### src/sv/usv_pkg.sv
package usv_pkg;

    localparam int CpWidth = 21;

    localparam logic [7:0] LeadTwoLo   = 8'hC2;
    localparam logic [7:0] LeadTwoHi   = 8'hDF;
    localparam logic [7:0] LeadThreeLo = 8'hE0;
    localparam logic [7:0] LeadThreeHi = 8'hEF;
    localparam logic [7:0] LeadFourLo  = 8'hF0;
    localparam logic [7:0] LeadFourHi  = 8'hF4;
    localparam logic [7:0] AsciiHi     = 8'h7F;
    localparam logic [7:0] ContMask    = 8'hC0;
    localparam logic [7:0] ContTag     = 8'h80;

    localparam logic [CpWidth-1:0] MinThree     = 21'h000800;
    localparam logic [CpWidth-1:0] MinFour      = 21'h010000;
    localparam logic [CpWidth-1:0] MaxCodePoint = 21'h10FFFF;
    localparam logic [CpWidth-1:0] SurrogateLo  = 21'h00D800;
    localparam logic [CpWidth-1:0] SurrogateHi  = 21'h00DFFF;

    typedef struct packed {
        logic [1:0]         pending;
        logic [1:0]         seq_len;
        logic [CpWidth-1:0] code_point;
        logic               failed;
    } t_state;

endpackage

### src/sv/usv_step.sv
module usv_step (
    input  usv_pkg::t_state i_state,
    input  logic [7:0]      i_data_byte,
    input  logic            i_last_byte,
    output usv_pkg::t_state o_state,
    output logic            o_string_valid
);

    usv_pkg::t_state n_work;
    logic [usv_pkg::CpWidth-1:0] n_cp;
    logic [1:0] n_pend;

    always_comb begin
        n_work = i_state;
        n_cp   = {i_state.code_point[usv_pkg::CpWidth-7:0], i_data_byte[5:0]};
        n_pend = i_state.pending - 2'd1;

        if (!i_state.failed) begin
            if (i_state.pending == 2'd0) begin
                // lead byte
                if (i_data_byte == 8'h00) begin
                    n_work.failed = 1'b1;
                end else if (i_data_byte <= usv_pkg::AsciiHi) begin
                    n_work.failed = 1'b0;
                end else if (i_data_byte >= usv_pkg::LeadTwoLo &&
                             i_data_byte <= usv_pkg::LeadTwoHi) begin
                    n_work.pending    = 2'd1;
                    n_work.seq_len    = 2'd1;
                    n_work.code_point = {16'd0, i_data_byte[4:0]};
                end else if (i_data_byte >= usv_pkg::LeadThreeLo &&
                             i_data_byte <= usv_pkg::LeadThreeHi) begin
                    n_work.pending    = 2'd2;
                    n_work.seq_len    = 2'd2;
                    n_work.code_point = {17'd0, i_data_byte[3:0]};
                end else if (i_data_byte >= usv_pkg::LeadFourLo &&
                             i_data_byte <= usv_pkg::LeadFourHi) begin
                    n_work.pending    = 2'd3;
                    n_work.seq_len    = 2'd3;
                    n_work.code_point = {18'd0, i_data_byte[2:0]};
                end else begin
                    n_work.failed = 1'b1;
                end
            end else begin
                // continuation byte
                if ((i_data_byte & usv_pkg::ContMask) != usv_pkg::ContTag) begin
                    n_work.failed = 1'b1;
                end else begin
                    n_work.code_point = n_cp;
                    n_work.pending    = n_pend;
                    if (n_pend == 2'd0) begin
                        if ((i_state.seq_len == 2'd2 && n_cp < usv_pkg::MinThree) ||
                            (i_state.seq_len == 2'd3 && n_cp < usv_pkg::MinFour) ||
                            (n_cp > usv_pkg::MaxCodePoint) ||
                            (n_cp >= usv_pkg::SurrogateLo &&
                             n_cp <= usv_pkg::SurrogateHi)) begin
                            n_work.failed = 1'b1;
                        end else begin
                            n_work.seq_len    = 2'd0;
                            n_work.code_point = '0;
                        end
                    end
                end
            end
        end

        // truncated sequence at the end also fails
        o_string_valid = !(n_work.failed || n_work.pending != 2'd0);

        if (i_last_byte) begin
            o_state = '0;
        end else begin
            o_state = n_work;
        end
    end

endmodule

### src/sv/utf8_stream_validator.sv
// Strict UTF-8 checker, one byte word per cycle.
// The last byte word is staged first; its verdict is then registered at the output.
// Throughput: one byte word per cycle sustained; input stalls only while a
// finished verdict waits and the next last byte is already staged.
// Reset: synchronous, active low; clears the staged word's valid flag, the
// scan state and the output valid flag.
module utf8_stream_validator (
    input  logic       i_clk,
    input  logic       i_rst_n,
    input  logic       i_in_valid,
    output logic       o_in_stall,
    input  logic [7:0] i_data_byte,
    input  logic       i_last_byte,
    output logic       o_out_valid,
    input  logic       i_out_stall,
    output logic       o_string_valid
);

    logic            r_in_valid;
    logic [7:0]      r_byte;
    logic            r_last;
    usv_pkg::t_state r_state;
    usv_pkg::t_state n_state;
    logic            r_out_valid;
    logic            r_verdict;
    logic            n_verdict;
    logic            out_free;
    logic            advance;
    logic            accept;

    usv_step u_step (
        .i_state        (r_state),
        .i_data_byte    (r_byte),
        .i_last_byte    (r_last),
        .o_state        (n_state),
        .o_string_valid (n_verdict)
    );

    assign out_free   = !r_out_valid || !i_out_stall;
    assign advance    = r_in_valid && (!r_last || out_free);
    assign o_in_stall = r_in_valid && !advance;
    assign accept     = i_in_valid && !o_in_stall;

    always_ff @(posedge i_clk) begin
        if (!i_rst_n) begin
            r_in_valid <= 1'b0;
        end else if (accept) begin
            r_in_valid <= 1'b1;
        end else if (advance) begin
            r_in_valid <= 1'b0;
        end
    end

    always_ff @(posedge i_clk) begin
        if (accept) begin
            r_byte <= i_data_byte;
            r_last <= i_last_byte;
        end
    end

    always_ff @(posedge i_clk) begin
        if (!i_rst_n) begin
            r_state <= '0;
        end else if (advance) begin
            r_state <= n_state;
        end
    end

    always_ff @(posedge i_clk) begin
        if (!i_rst_n) begin
            r_out_valid <= 1'b0;
        end else if (advance && r_last) begin
            r_out_valid <= 1'b1;
        end else if (!i_out_stall) begin
            r_out_valid <= 1'b0;
        end
    end

    always_ff @(posedge i_clk) begin
        if (advance && r_last) begin
            r_verdict <= n_verdict;
        end
    end

    assign o_out_valid    = r_out_valid;
    assign o_string_valid = r_verdict;

endmodule

### config.mk
export PLATFORM = sky130hd
export DESIGN_NAME = utf8_stream_validator
export DESIGN_NICKNAME = d
export VERILOG_FILES = /design/src/sv/usv_pkg.sv /design/src/sv/usv_step.sv /design/src/sv/utf8_stream_validator.sv
export SDC_FILE = /design/constraint.sdc
export NUM_CORES = 1
export LEC_CHECK = 0
export CAP_MARGIN = 20
export CORE_AREA = 2 2 69 45
export DETAILED_ROUTE_END_ITERATION = 7
export DIE_AREA = 0 0 71 47
export DONT_BUFFER_PORTS = 1
export GPL_TIMING_DRIVEN = 0
export PLACE_DENSITY = 0.74
export SYNTH_ARGS = -nofsm -noshare
export SYNTH_HDL_FRONTEND = slang
export SYNTH_SLANG_ARGS = --single-unit
### constraint.sdc
create_clock -name i_clk -period 2.5 [get_ports i_clk]
set_input_delay 0.25 -clock i_clk [delete_from_list [all_inputs] [get_ports i_clk]]
set_output_delay 0.25 -clock i_clk [all_outputs]
set_load 0.005 [all_outputs]
; ---- Word level (Yosys, flattened, before mapping)
; Cells that the tools add are included.
[totals]
register_bits = 32
inputBits = 13
elab_cells = 84
[op_classes]
n_lt_le_gt_ge = 12
n_eq_ne = 10
n_reduce_logical = 30
addsub = 1
muxes = 22
[op_table]
columns = cell, n
row1 = $mux 25, 6
row2 = $mux 26, 3
row3 = $ge 8x8->1 const B, 3
row4 = $le 8x8->1 const B, 3
row5 = $mux 24, 1
row6 = $mux 23, 1
row7 = $ge 21x16->1 const B, 1
row8 = $gt 21x21->1 const B, 1
row9 = $le 21x16->1 const B, 1
row10 = $lt 21x12->1 const B, 1
row11 = $lt 21x17->1 const B, 1
row12 = $mux 1, 11
row13 = $logic_and 1x1->1, 10
row14 = $le 8x7->1 const B, 1
row15 = $logic_not 8->1, 1
row16 = $reduce_and 8->1, 1
row17 = $logic_not 1->1, 6
row18 = $logic_or 1x1->1, 6
row19 = $ne 3x2->1 const B, 2
row20 = $ne 3x3->1 const B, 2
row21 = $reduce_and 6->1, 1
row22 = $ne 5x5->1 const B, 1
row23 = $eq 2x2->1 const B, 2
row24 = $logic_not 2->1, 2
row25 = other kinds (5), 7

; ---- Depth between registers and ports, before layout
[logic_depth]
ltp_word = 13
depth_mapped = 8

; ---- Modules after synthesis
; From an unflattened synthesis, not the netlist that was laid out.
[hier_totals]
hier_cells = 273
area_unflattened_um2 = 2388.5
[by_module_without_submodules]
columns = module, instances, area_per_inst_um2, seq_area_each_um2, cells_each
row1 = utf8_stream_validator, 1, 1447.6, 860.8, 134
row2 = usv_step, 1, 940.9, 0.0, 139

; ---- Worst setup path after synthesis
; Ideal clock, no wire load.
[synth_path]
path_type = reg2reg
start = register r_state[11] (netlist bit)
end = register r_state[22] (netlist bit)
path_buffers = 0
synth_period_minus_slack_ns = 2.023
setup_time_ns = 0.072
setup_slack_ns = 0.477
arrival_ns = 1.951
stages_incl_launch_ff = 6
path_cell_list = dfxtp_1 > or4_4 > or4_4 > o211a_2 > a211oi_4 > mux2i_1
[synth_between]
elab_chain_cells = 7
[synth_lines]
columns = element, line
row1 = start: declaration, utf8_stream_validator.sv:22  ; usv_pkg::t_state r_state;
row2 = start signal: assignment, utf8_stream_validator.sv:65  ; r_state <= n_state;
row3 = $lt 21x12->1 or $lt 21x17->1 (tied branches), "usv_step.sv:51, usv_step.sv:52"
row4 = $logic_and 1x1->1 (on tied branches), "usv_step.sv:51, usv_step.sv:52"
row5 = $logic_or 1x1->1, usv_step.sv:51  ; if ((i_state.seq_len == 2'd2 && n_cp < usv_pkg::MinThree) ||
row6 = $logic_or 1x1->1, usv_step.sv:52  ; (i_state.seq_len == 2'd3 && n_cp < usv_pkg::MinFour) ||
row7 = $logic_or 1x1->1 (*), usv_step.sv:53  ; (n_cp > usv_pkg::MaxCodePoint) ||
row8 = $ne 3x2->1 (no source line) (*), -
row9 = $reduce_and 8->1 (no source line) (*), -
; Mark *: on every way between the ends. The rest lies on a longest branch, timed or not.
; A chain may end at the register's enable or synchronous reset.

; ---- Worst setup path in the final report
[layout_path]
start = register r_state[24] (netlist bit)
end = register r_verdict, in the netlist o_string_valid, data pin
[layout_between]
elab_chain_cells = 10
[layout_lines]
columns = element, line
row1 = $mux 25, usv_step.sv:35  ; end else if (i_data_byte >= usv_pkg::LeadFourLo &&
row2 = $mux 25, usv_step.sv:30  ; end else if (i_data_byte >= usv_pkg::LeadThreeLo &&
row3 = $mux 25, usv_step.sv:25  ; end else if (i_data_byte >= usv_pkg::LeadTwoLo &&
row4 = $mux 25, usv_step.sv:23  ; end else if (i_data_byte <= usv_pkg::AsciiHi) begin
row5 = $mux 25, usv_step.sv:21  ; if (i_data_byte == 8'h00) begin
row6 = $mux 26, usv_step.sv:19  ; if (i_state.pending == 2'd0) begin
row7 = $mux 26 (*), usv_step.sv:18  ; if (!i_state.failed) begin
row8 = $reduce_bool 2->1, usv_step.sv:67  ; o_string_valid = !(n_work.failed || n_work.pending != 2'd0);
row9 = $logic_or 1x1->1 (*), usv_step.sv:67
row10 = $logic_not 1->1 (*), usv_step.sv:67
row11 = named net n_verdict, utf8_stream_validator.sv:26  ; logic n_verdict;
row12 = end signal: assignment, utf8_stream_validator.sv:81  ; r_verdict <= n_verdict;
row13 = end: declaration, utf8_stream_validator.sv:25  ; logic r_verdict;
; Mark *: on every way through the listed nets, which the timed path passes. The rest lies on a longest branch. The select of a mux whose other input is x is not followed.

==> results.toml <==
[grt]
grt_usage_pct = 23.4
grt_pass1_wl_mm = 5.82
antenna_found_initial = 0
grt_max_degree = 11
grt_remaining_overflow = 0
grt_pass1_vias = 1258

[worst_setup_path]
path_class = "reg -> reg"
r2r_end = "o_string_valid"
worstRegToRegCells = 7
cp-end-kind = "register"
required_ns = 2.52
cp-start-kind = "register"
reg2reg_slack_ns = 0.25
crit_end = "o_string_valid"
cp_max_fo = 10
critPathLaunch = "r_state[24]"
r2r_start = "r_state[24]"
cp.arrival_ns = 2.26

[place]
gp_congestion = 0.965
place_hpwl_mm = 2.68
io_buffers = 0

[drt]
avgRoutedWirePerCell_um = 17.7
ant_nets = 0
viasPerCell = 6.72
drc_errors = 0
route.met3.wl_um = 436
vias = 1365
met1Wirelength_mm = 1.65
drt_first_pass_iters = 4
drt_iter0_markers = 130
wl_met2_mm = 1.49
wl_mm = 3.59
top_layer = "met4"

[cells_and_area]
final_util_pct = 63.8
mostFrequentLayoutCell = "dfxtp_1"
area_delta_synth_final_pct = 9.46
fill_cells = 210
drive_gt1_share_pct = 10.1
num-nets-final = 183
antenna_cells = 0
most-common-layout-cells = "dfxtp_1 (22), nand2_1 (17), edfxtp_1 (10)"

[timing]
timing.fmax_mhz = 445
hold_viol_final = 0
tightest_slew_ns = 0.711
fin_skew_ns = 0.00532
slew_violations = 0
rsz0062_at_grt = "false"
period_share_pct = 89.9
setup-violations-final = 0
tns_ns = 0
relSlewSlack_pct = 52.5
fin_crit_ns = 2.25

[power_and_ir_drop]
pwr-share-seq_pct = 52.3
leakagePower_nw = 0.583
swShare_pct = 22.9
powerDensity_nw_per_um2 = 621
power.switching_mw = 0.247
ir_drop_uv = 396
power_frac_clock_pct = 40.5
p_int_mw = 0.831
comb_power_share_pct = 7.1

[yosys]
yosysUniqueCellTypes = 43
synth-main-ff-cell = "dfxtp_1"
yosys_warnings = 0
synth_area_um2 = 1590
syn_inst = 161
yosysSeqAreaShare_pct = 46.7
syn_avg_cell_area_um2 = 9.85
synth_enable_flop_cells = 10
async_reset_ff_share_pct = 0
syn_nets = 176
yosys_register_bits = 32

[floorplan]
num_rows = 15
io_pins = 16
chipWidth_um = 71
die_h_um = 47
die_area_um2 = 3340
core_area_um2 = 2720
initial_utilization_pct = 58.3

[clock_network]
cts-htree-levels = 2
cts_sinks = 32
clkSlewWorstSetupHoldPaths_ns = 0.06
ctsLongestPathBuffers = 2
cts_made_buffers = 5
cts_tree = "yes"
post-cts-setup-buffer-count = 0
worstSkewPairLatency_ns = 0.28
cts-root-buf = "clkbuf_8"

[flow_run]
cap_violations = 0

[outcome]
status = "finished clean"

[hold_path]
min-delay-path-class = "in -> reg"
==> Yosys cell counts (all sizes together), types with 2 or more instances <==
library cell   n  area share, %
o22ai          5            2.0
or2            2           0.79
mux2i          2            1.3
and3           3            1.2
o21a           2           0.95
a21boi         3            1.4
o2111ai        4            2.2
edfxtp        10             19
a31oi          4            1.6
a32oi          4            2.2
nor3           4            2.0
a22o           5            2.8
nor4           3            2.1
o21ai          7            2.2
ha             2            1.6
inv            8            1.9
dfxtp         22             28
nor2b          5            2.0
a32o           6            3.8
nor3b          2           0.95
nor2           6            1.4
or4            4            2.4
clkbuf         7            1.7
a211oi         2            1.7
nand3          7            2.2
nand2         17            4.0
a21oi          4            1.3
==> metal layers <==
metal	vias to the layer above	global-route usage [%]
li1	643	-
met4	0	7.17
met5	-	0
met2	66	34.2
met3	4	9.66
met1	652	32.3
==> worst min path at each step <==
stage	startpoint	end	slack, ns	cells past startpoint
after floorplan	i_data_byte[0]	r_byte[0]	0.35	0
after global routing	i_data_byte[7]	r_byte[7]	0.06	0
final	i_data_byte[7]	r_byte[7]	0.07	0
after detailed placement	i_data_byte[3]	r_byte[3]	0.35	0
after global placement	i_data_byte[5]	r_byte[5]	0.35	0
after CTS	i_data_byte[7]	r_byte[7]	0.06	0
==> power groups by stage <==
stage          clock network, mW  registers [mW]  logic, mW
2_1_floorplan                  0           0.570     0.0586
3_3_place_gp                   0           0.574     0.0730
3_5_place_dp                   0           0.575     0.0739
4_1_cts                    0.446           0.563     0.0744
5_1_grt                    0.466           0.566     0.0840
6_report                   0.437           0.564     0.0770
==> cell families after synthesis <==
logic type | Yosys count | share of synthesized area (%)
compound gates | 54 | 26.7
fa+ha+maj | 2 | 1.58
buf+inv | 15 | 3.55
flops | 32 | 46.7
mux | 2 | 1.26
simple gates | 56 | 20.3
==> worst max-delay path, cell delays in order (launching register included) <==
cell       delay, ns
dfxtp_1         0.35
inv_1           0.11
ha_1            0.17
clkbuf_1        0.34
clkbuf_1        0.41
o2111ai_1       0.19
a32oi_1         0.30
nor4_1          0.11
==> registers in the layout (all words and copies together), names as in the netlist <==
signal,cells
o_out_valid,1
o_string_valid,1
r_byte,8
r_in_valid,1
r_last,1
r_state,20
==> repair_timing <==
| item | in CTS | in global routing |
|---|---|---|
| endpoints found under the setup margin | 0 | 2 |
| endpoints found under the hold margin | 0 | 0 |
| hold buffers | 0 | 0 |
| resized for setup | 0 | 1 |
==> layout make-up <==
cell class                 instances  area (µm²)  area share [%]
tap                               34        42.5            2.45
clock inverter                     1        5.00           0.288
inverter                           8        30.0            1.73
clock buffer                       7        97.6            5.62
sequential                        32         741            42.7
buffer                             7        26.3            1.51
multi-input combinational        114         795            45.7
==> stage by stage <==
stage	std cells	setup slack, ns	power [mW]	instance area (µm²)	hold WS, ns
2_1_floorplan	161	0.477	0.629	1590	0.349
3_5_place_dp	195	0.315	0.649	1630	0.349
5_1_grt	203	0.164	1.12	1740	0.0562
6_report	203	0.252	1.08	1740	0.0653
4_1_cts	203	0.275	1.08	1730	0.0564
3_3_place_gp	195	0.281	0.647	1630	0.349
(Power assumes the default switching activity.)
